`src/sv/assert_macros.svh`:
```
// ---------------------------------------------------------------------------
// assert_macros.svh
// Shared concurrent assertion macros, clocked on clk, quiet while rst_n low.
// ---------------------------------------------------------------------------
`ifndef ASSERT_MACROS_SVH
`define ASSERT_MACROS_SVH

// Same-cycle implication
`define ASSERT_IMP(lbl, ante, cons) \
    lbl: assert property (@(posedge clk) disable iff (!rst_n) (ante) |-> (cons)) \
        else $error("assertion failed");

// Next-cycle implication
`define ASSERT_NEXT(lbl, ante, cons) \
    lbl: assert property (@(posedge clk) disable iff (!rst_n) (ante) |=> (cons)) \
        else $error("assertion failed");

`endif

```
`src/sv/ldpc_rm_pkg.sv`:
```
// ---------------------------------------------------------------------------
// ldpc_rm_pkg
// Types, constants and tables shared by the LDPC rate matcher modules.
// ---------------------------------------------------------------------------
package ldpc_rm_pkg;

    localparam int DEF_MAX_CODEWORD = 32768;
    localparam int DEF_MAX_OUTPUT   = 32768;

    localparam int N_W       = 16;  // N = 66 * 511 fits
    localparam int Z_W       = 9;
    localparam int Q_W       = 4;
    localparam int SHIFT_W   = 6;
    localparam int DIV_W     = SHIFT_W + N_W;
    localparam int DIV_CNT_W = $clog2(DIV_W);
    localparam int CFG_IDX_W = 3;
    localparam int CFG_W     = 16;

    localparam logic [N_W-1:0] BG1_COLS = N_W'(66);
    localparam logic [N_W-1:0] BG2_COLS = N_W'(50);

    typedef enum logic [1:0] {
        KIND_LOAD   = 2'd0,
        KIND_SELECT = 2'd1,
        KIND_READ   = 2'd2,
        KIND_NONE   = 2'd3
    } kind_t;

    typedef enum logic [CFG_IDX_W-1:0] {
        REG_BASE_GRAPH   = 3'd0,
        REG_LIFTING_SIZE = 3'd1,
        REG_RV           = 3'd2,
        REG_BPS          = 3'd3,
        REG_LBUF_LEN     = 3'd4,
        REG_OUT_LEN      = 3'd5
    } reg_idx_t;

    typedef struct packed {
        logic load;
        logic select;
        logic read_go;
        logic div_k0;
        logic prep_scan;
        logic scan;
        logic scan_end;
        logic out_load;
    } cmd_t;

    typedef struct packed {
        logic div_busy;
        logic scan_done;
        logic read_ok;
        logic out_free;
    } status_t;

    function automatic logic [SHIFT_W-1:0] shift_of(input logic bg, input logic [1:0] rv);
        logic [SHIFT_W-1:0] s;
        begin
            s = '0;
            unique case ({bg, rv})
                3'b000: s = 6'd0;
                3'b001: s = 6'd17;
                3'b010: s = 6'd33;
                3'b011: s = 6'd56;
                3'b100: s = 6'd0;
                3'b101: s = 6'd13;
                3'b110: s = 6'd25;
                3'b111: s = 6'd43;
                default: s = '0;
            endcase
            return s;
        end
    endfunction

endpackage

```
`src/sv/ldpc_rm_ctrl.sv`:
```
// ---------------------------------------------------------------------------
// ldpc_rm_ctrl
// Sequencer: accepts words, steps the selection run and the output hand-off.
// ---------------------------------------------------------------------------
module ldpc_rm_ctrl (
    input  logic                 clk,
    input  logic                 rst_n,
    input  logic                 in_valid,
    input  logic [1:0]           in_kind,
    output logic                 in_ready,
    input  ldpc_rm_pkg::status_t status,
    output ldpc_rm_pkg::cmd_t    cmd
);
    import ldpc_rm_pkg::*;

    typedef enum logic [6:0] {
        ST_IDLE = 7'b0000001,
        ST_PREP = 7'b0000010,
        ST_DIVK = 7'b0000100,
        ST_MULK = 7'b0001000,
        ST_DIVE = 7'b0010000,
        ST_SCAN = 7'b0100000,
        ST_RDW  = 7'b1000000
    } state_t;

    state_t state_reg;
    state_t state_next;
    kind_t  kind;

    assign kind     = kind_t'(in_kind);
    assign in_ready = (state_reg == ST_IDLE);

    always_comb
    begin
        state_next = state_reg;
        cmd        = '0;
        unique case (state_reg)
            ST_IDLE:
            begin
                if (in_valid)
                begin
                    unique case (kind)
                        KIND_LOAD: cmd.load = 1'b1;
                        KIND_SELECT:
                        begin
                            cmd.select = 1'b1;
                            state_next = ST_PREP;
                        end
                        KIND_READ:
                        begin
                            if (status.read_ok)
                            begin
                                cmd.read_go = 1'b1;
                                state_next  = ST_RDW;
                            end
                        end
                        default: ;
                    endcase
                end
            end
            ST_PREP:
            begin
                cmd.div_k0 = 1'b1;
                state_next = ST_DIVK;
            end
            ST_DIVK:
            begin
                if (!status.div_busy)
                    state_next = ST_MULK;
            end
            ST_MULK:
            begin
                cmd.prep_scan = 1'b1;
                state_next    = ST_DIVE;
            end
            ST_DIVE:
            begin
                if (!status.div_busy)
                    state_next = ST_SCAN;
            end
            ST_SCAN:
            begin
                if (status.scan_done)
                begin
                    cmd.scan_end = 1'b1;
                    state_next   = ST_IDLE;
                end
                else
                    cmd.scan = 1'b1;
            end
            ST_RDW:
            begin
                if (status.out_free)
                begin
                    cmd.out_load = 1'b1;
                    state_next   = ST_IDLE;
                end
            end
            default: state_next = ST_IDLE;
        endcase
    end

    always_ff @(posedge clk or negedge rst_n)
    begin
        if (!rst_n)
            state_reg <= ST_IDLE;
        else
            state_reg <= state_next;
    end

endmodule

```
`config.mk`:
```
export PLATFORM = sky130hd
export DESIGN_NAME = ldpc_rm_ctrl
export DESIGN_NICKNAME = d
export VERILOG_FILES = /design/src/sv/assert_macros.svh /design/src/sv/ldpc_rm_pkg.sv /design/src/sv/ldpc_rm_ctrl.sv
export SDC_FILE = /design/constraint.sdc
export NUM_CORES = 1
export LEC_CHECK = 0
export BUFFER_PORTS_ARGS = -buffer_cell sky130_fd_sc_hd__buf_2
export CORE_AREA = 2 2 39 41
export DETAILED_ROUTE_END_ITERATION = 10
export DIE_AREA = 0 0 41 43
export GPL_ROUTABILITY_DRIVEN = 0
export PLACE_DENSITY = 0.6
export REMOVE_ABC_BUFFERS = 1
export SYNTH_ARGS = -nofsm -noshare
export SYNTH_HDL_FRONTEND = slang
export SYNTH_SLANG_ARGS = --single-unit
```
`constraint.sdc`:
```
create_clock -name clk -period 2.4 [get_ports clk]
set_clock_uncertainty 0.05 [all_clocks]
set_input_delay 0.12 -clock clk [delete_from_list [all_inputs] [get_ports clk]]
set_output_delay 0.12 -clock clk [all_outputs]
set_load 0.01 [all_outputs]
```
### After elaboration in Yosys (flattened, before gate mapping)

Cells that the tools add are included.
W data, S select, Z words.

| storage, ports and cells | value |
|---|---|
| register bits | 7 |
| input port bits | 9 |
| output and inout port bits | 9 |

| operators by class | value |
|---|---|
| equality and inequality tests | 16 |
| multiplexer cells | 21 |
| reduce and logical (&&, ||, !) cells | 2 |

Operators with widths:

| operator | count |
|---|---|
| $pmux W7 S7 | 1 |
| $mux W7 | 6 |
| $pmux W7 S2 | 1 |
| $mux W1 | 10 |
| $ne A2 B2 Y1 const B | 5 |
| $eq A7 B1 Y1 const B | 1 |
| $eq A7 B2 Y1 const B | 1 |
| $eq A7 B3 Y1 const B | 1 |
| $eq A7 B4 Y1 const B | 1 |
| $eq A7 B5 Y1 const B | 1 |
| $eq A7 B6 Y1 const B | 1 |
| $eq A7 B7 Y1 const B | 1 |
| $reduce_and A7 Y1 | 1 |
| $mux W3 | 2 |
| $ne A3 B1 Y1 const B | 1 |
| $ne A3 B3 Y1 const B | 1 |
| $eq A2 B1 Y1 const B | 1 |
| $eq A2 B2 Y1 const B | 1 |
| $logic_not A2 Y1 | 1 |
| $mux W2 | 1 |

### Logic depth before layout (Yosys ltp)

Gate-level depths: netlist (run 1).

| depth | value |
|---|---|
| word-level depth | 4 |
| depth in mapped cells | 4 |

### Least setup slack after synthesis (run 1)

OpenSTA, ideal clock, no wires.

| timing path | value |
|---|---|
| path type | reg-to-output |
| from | register state_reg[5] |
| to | output cmd[6] (netlist bit) |
| arrival | 1417 ps |
| data required time | 2230 ps |
| path slack | 813 ps |
| cell stages (with the launch flop) | 5 |
| cell sequence | dfrtp_1 nor4_2 and3_2 nand2_4 nor3b_1 |

RTL lines:

| item | line | source |
|---|---|---|
| from (decl) | ldpc_rm_ctrl.sv:26 | `state_t state_reg;` |
| from (signal assigned) | ldpc_rm_ctrl.sv:108 | `state_reg <= state_next;` |
| to (decl) | ldpc_rm_ctrl.sv:12 | `output ldpc_rm_pkg::cmd_t cmd` |

==> impl_metrics.yaml, run 1 <==
status:
  status: "finished clean"
worst_hold_path:
  hold_depth: 2
  min_from: "status[0]"
  whs_endpoint: "state_reg[6]$_DFFE_PN0P_"
  hold_path_class: "in2reg"
synth:
  avgSynthCellArea_sq_um: 9.32
  synth.distinct_cells: 30
  synthTopCellsByArea: "dfrtp_1 30%, nor2_1 6.1%, dfstp_2 5.3%"
  ys_seq_area_share_pct: 35.7
  netlist.area_leader.share_pct: 30.4
  synth_area_leader_cell: "dfrtp_1"
  syn_area_sq_um: 494
  postSynthCellCount: 53
  synth-warning-count: 0
  synth_seq_cells: 7
global_routing:
  antenna_found_initial: 0
  grt_overflow: 0
  grt_start_max_net_pins: 8
  grtUsageTotal_pct: 15.6
  grt_pass1_wl_mm: 1.86
  grt_pass1_vias: 454
setup_path:
  cp.required_ns: 2.23
  rrSetupSlack_ns: 0.83
  path_class: "reg2out"
  rr_startpoint: "state_reg[1]$_DFFE_PN0P_"
  crit_path_start_kind: "flop"
  endpoint_kind: "output port"
  crit_chain: "or4_4 > nor2_2 > nand3b_2 > nor2_1 > buf_2"
  ff2ff_path_depth: 4
  crit_path_max_incr_delay_ns: 0.57
  r2r_end: "state_reg[0]$_DFFE_PN1P_"
  arrival_ns: 1.75
  cp_max_fo: 6
  worst_path_max_delay_cell: "or4_4"
clocking:
  clock_sinks: 7
  htree_levels: 1
  clock_tree.root_cell: "clkbuf_4"
  cts_resized: 0
  clockBufferDepth: 2
  cts_hold_buf: 1
  clkTransAtPathRegs_ns: 0.05
  clk_latency_ns: 0.25
  postCtsSetupBuffers: 0
  cts_tree: "built"
  cts-buffers-inserted: 3
sta:
  fin_tns_setup_ns: 0
  fin_crit_ns: 1.92
  rsz0062_at_grt: "false"
  tightest_slew_ns: 0.283
  fin_crit_sh_pct: 79.9
  setup_viol: 0
  slew_violations: 0
  hold_viol: 0
  slew_headroom_pct: 81.1
  fmax_mhz: 521
detailed_routing:
  wirelength_mm: 1.06
  drt_iter0_markers: 7
  first_pass_iters: 3
  vias_per_cell: 5.16
  wl_per_cell_microns: 11.7
  drc: 0
  ant_nets: 0
  vias: 470
power_and_ir_drop:
  leakage_nw: 0.330
  finalPower_uw: 427
  peakVddDrop_uv: 379
  pwr_density_cell_mw_per_mm2: 671
final_layout:
  largest_reg_flops: 7
  antennaDiodeCount: 0
  layout.nets: 85
  nFillCells: 135
  layout-drive-gt1-share_pct: 44.0
  syn_to_final_growth_pct: 28.6
placed_design:
  dpl.hpwl_microns: 894
  io_buffers: 17
floorplan:
  fp.dieH_microns: 43
  io_pins: 18
  initial_core_util_pct: 35.7
  row_count: 14
  core-area_sq_mm: 0.00138
  die_area_sq_mm: 0.00176
  die_w_microns: 41
job:
  cap_violations: 0
layer usage:
layer  up-vias  track usage [%]  part of all wire [%]  wire length [microns]
met4         0             8.00                   1.7                     18
met5         -                0                     0                      0
met1       219             20.3                    46                    493
met3         3             3.14                   2.4                     25
met2         7             23.4                    49                    523
li1        241                -                     -                      -
worst max-delay path by stage:
stage | startpoint | to | slack [ns] | depth (start not counted)
after detailed placement | state_reg[1]$_DFFE_PN0P_ | cmd[2] | 0.74 | 5
after floorplan | state_reg[5]$_DFFE_PN0P_ | cmd[6] | 0.81 | 4
after global placement | state_reg[1]$_DFFE_PN0P_ | cmd[1] | 0.75 | 5
after CTS | state_reg[1]$_DFFE_PN0P_ | cmd[1] | 0.47 | 5
final | state_reg[1]$_DFFE_PN0P_ | cmd[1] | 0.48 | 5
after global routing | state_reg[4]$_DFFE_PN0P_ | cmd[5] | 0.36 | 5
cell usage in the layout (no fill, tap or decap):
cell and count:
dfrtp_1 6, nor3b_1 2, o211ai_1 1, nand3b_2 1, o22ai_2 1, a2bb2oi_1 1
or4_4 1, a21o_1 1, nor4_2 1, o21ai_0 3, a31o_2 1, and3b_1 1
nor2_2 1, and3_1 1, a22oi_1 1, nor3_4 1, clkbuf_4 3, nor2_1 8
nor3_1 4, dfstp_2 1, and4bb_2 1, inv_1 3, and3_2 1, o21ai_1 1
nand4b_1 1, xor2_1 1, clkbuf_1 1, o32ai_2 1, nand2_1 4, and2b_2 1
dlygate4sd3_1 1, nand2_4 1, and2b_1 1, buf_2 17
cell families after synthesis:
group / after synthesis / synth area share (%)
AOI/OAI and AO/OA: 11 / 18.0
xor gates and xnor gates: 1 / 1.77
buffers and inverters: 3 / 2.28
DFF: 7 / 35.7
and+or+nand+nor: 31 / 42.3
synthesized netlist by cell type, drive strengths merged:
cell type  count
nor2           9
dfrtp          6
nand2          5
nor3           5
o21ai          4
inv            3
and2b          2
and3           2
nor3b          2
a21o           1
a22oi          1
a2bb2oi        1
a31o           1
and3b          1
and4bb         1
dfstp          1
nand3b         1
nand4b         1
nor4           1
o211ai         1
o22ai          1
o32ai          1
or4            1
xor2           1
power breakdown:
part,internal [mW],leakage [nW],switching [mW]
registers,0.137,0.0938,0.0193
logic,0.0793,0.221,0.0880
clock network,0.0632,0.0150,0.0402
total,0.279,0.330,0.147
critical path, delay by kind of cell, from the launching register on:
kind / cells / cell delay (ns)
simple gates: 4 / 0.94
flops: 1 / 0.43
buf+inv: 1 / 0.14
through the flow:
step | area [sq um] | setup slack, ns | utilization, % | std cells | hold WS, ns
floorplan | 494 | 0.813 | - | 53 | -0.226
global placement | 599 | 0.746 | 43.3 | 86 | -0.0932
detailed placement | 599 | 0.738 | 43.3 | 86 | -0.0931
CTS | 636 | 0.466 | 45.9 | 91 | 0.0289
global route | 636 | 0.363 | 45.9 | 91 | 0.0265
finish | 636 | 0.481 | 45.9 | 91 | 0.0330
layout make-up:
| class | count | area, sq um | area share, % |
|---|---|---|---|
| Clock buffer | 4 | 26.3 | 4.13 |
| Inverter | 3 | 11.3 | 1.77 |
| Multi-Input combinational cell | 43 | 307 | 48.2 |
| Sequential cell | 7 | 176 | 27.8 |
| Tap cell | 16 | 20.0 | 3.15 |
| Timing Repair Buffer | 18 | 95.1 | 15.0 |
No activity file was read; power rests on OpenSTA's default activity.
==> run 2, diff against run 1 <==
--- a/config.mk
+++ b/config.mk
@@ -10,7 +10,7 @@
 export DETAILED_ROUTE_END_ITERATION = 10
 export DIE_AREA = 0 0 41 43
 export GPL_ROUTABILITY_DRIVEN = 0
-export PLACE_DENSITY = 0.6
+export PLACE_DENSITY = 0.62
 export REMOVE_ABC_BUFFERS = 1
 export SYNTH_ARGS = -nofsm -noshare
 export SYNTH_HDL_FRONTEND = slang
==> constraint.sdc (replaced) <==
create_clock -name clk -period 1.6 [get_ports clk]
set_clock_uncertainty 0.05 [all_clocks]
set_input_delay 0.08 -clock clk [delete_from_list [all_inputs] [get_ports clk]]
set_output_delay 0.08 -clock clk [all_outputs]
set_load 0.01 [all_outputs]
==> impl_metrics.yaml, run 2 (synthesized netlist as in run 1, its figures left out) <==
status:
  status: "complete, but fails checks"
  violations: "setup timing"
detailed_routing:
  vias: 554
  ant_nets: 0
  wl_per_cell_microns: 13.9
  first_pass_iters: 4
  drt_iter0_markers: 8
  wirelength_mm: 1.46
  vias_per_cell: 5.28
  drc: 0
setup_path:
  ff2ff_path_depth: 5
  rrSetupSlack_ns: -0.14
  arrival_ns: 1.68
  crit_path_start_kind: "flop"
  endpoint_kind: "output port"
  cp_max_fo: 3
  rr_startpoint: "state_reg[1]$_DFFE_PN0P_"
  cp.required_ns: 1.47
  r2r_end: "state_reg[0]$_DFFE_PN1P_"
  path_class: "reg2out"
global_routing:
  grt_pass1_vias: 507
  grt_overflow: 0
  grtUsageTotal_pct: 17.5
  antenna_found_initial: 0
  grt_start_max_net_pins: 8
  grt_pass1_wl_mm: 2.14
clocking:
  clock_tree.root_cell: "clkbuf_4"
  cts-buffers-inserted: 3
  clockBufferDepth: 2
  clkTransAtPathRegs_ns: 0.05
  clock_sinks: 7
  htree_levels: 1
  clk_latency_ns: 0.24
  cts_tree: "built"
sta:
  slew_violations: 0
  fin_crit_sh_pct: 113
  setup_viol: 9
  rsz0062_at_grt: "true"
  hold_viol: 0
  fmax_mhz: 553
  tightest_slew_ns: 0.240
  fin_crit_ns: 1.81
  slew_headroom_pct: 83.9
  fin_ws_ns: -0.209
power_and_ir_drop:
  peakVddDrop_uv: 507
  netSwitchingPower_uw: 270
  seqPwrFrac_pct: 30.0
  pwr-share-clk_pct: 19.7
  p_comb_share_pct: 50.3
  pwr_density_cell_mw_per_mm2: 973
  p_int_uw: 514
  leakage_nw: 0.439
  p_sw_share_pct: 34.4
placed_design:
  dp_cells: 91
  pre_cts_slack_ns: 0.0287
  dpl.hpwl_microns: 993
  io_buffers: 17
worst_hold_path:
  hold_path_class: "in2reg"
  hold_depth: 2
  whs_endpoint: "state_reg[5]$_DFFE_PN0P_"
  min_from: "status[2]"
job:
  cap_violations: 0
floorplan:
  io_pins: 18
  initial_core_util_pct: 35.7
  die_w_microns: 41
  fp.dieH_microns: 43
  core-area_sq_mm: 0.00138
  row_count: 14
  die_area_sq_mm: 0.00176
final_layout:
  layout.cells.non_filler: 105
  layout.nets: 99
  final_common_cell: "buf_2"
  largest_reg_flops: 7
  layout-drive-gt1-share_pct: 57.3
  final_cell_mix: "16 x buf_2, 11 x buf_4, 6 x nor2_1, 6 x dfrtp_1, 4 x dlygate4sd3_1"
  antennaDiodeCount: 0
  syn_to_final_growth_pct: 63.0
run 2: cell type report:
class	instances	area (sq um)
Fill cell	123	578
Multi-Input combinational cell	43	358
Timing Repair Buffer	32	214
Sequential cell	7	176
Clock buffer	4	26.3
Tap cell	16	20.0
Inverter	3	11.3
run 2: power by group through the flow:
| stage | Combinational [mW] | Clock, mW | Sequential [mW] |
|---|---|---|---|
| global route | 0.419 | 0.175 | 0.234 |
| CTS | 0.288 | 0.163 | 0.227 |
| global placement | 0.264 | 0 | 0.231 |
| detailed placement | 0.266 | 0 | 0.230 |
| finish | 0.394 | 0.154 | 0.235 |
| floorplan | 0.183 | 0 | 0.228 |
run 2: per-stage QoR:
stage / TNS (ns) / util (%) / total power, mW / cell area [sq um] / hold slack (ns)
after global routing: -1.97 / 58.2 / 0.829 / 806 / 0.0704
after detailed placement: 0 / 46.0 / 0.496 / 637 / -0.130
final: -1.23 / 58.2 / 0.784 / 806 / 0.0640
after global placement: 0 / 46.0 / 0.495 / 637 / -0.132
after floorplan: 0 / - / 0.411 / 494 / -0.266
after CTS: -0.983 / 52.5 / 0.678 / 727 / 0.0497
run 2: repair_timing:
action / CTS / global route
pin swaps: 1 / 7
endpoints found under the setup margin: 6 / 9
gates resized for setup: 3 / 9
hold buffers: 4 / 0
endpoints found under the hold margin: 10 / 0
setup buffers: 1 / 5
run 2: worst max-delay path by stage:
stage	start	endpoint	slack, ns	depth (start not counted)
6_report	state_reg[1]$_DFFE_PN0P_	cmd[1]	-0.21	5
5_1_grt	state_reg[1]$_DFFE_PN0P_	cmd[2]	-0.27	5
4_1_cts	state_reg[3]$_DFFE_PN0P_	cmd[2]	-0.19	5
3_5_place_dp	state_reg[0]$_DFFE_PN1P_	cmd[2]	0.03	5
3_3_place_gp	state_reg[0]$_DFFE_PN1P_	cmd[2]	0.06	5
2_1_floorplan	state_reg[5]$_DFFE_PN0P_	cmd[6]	0.05	4
run 2: worst max-delay path, cell delays in order (launching register included):
cell	delay (ns)
dfrtp_1	0.39
or4_4	0.57
nor2_4	0.17
nand3b_4	0.10
nor2_1	0.08
buf_2	0.13
run 2: per-layer routing:
layer,vias up,routed length [microns],track usage (%)
li1,273,-,-
met1,268,609,23.0
met2,9,788,27.2
met3,4,42,2.62
met4,0,21,7.33
met5,-,0,0
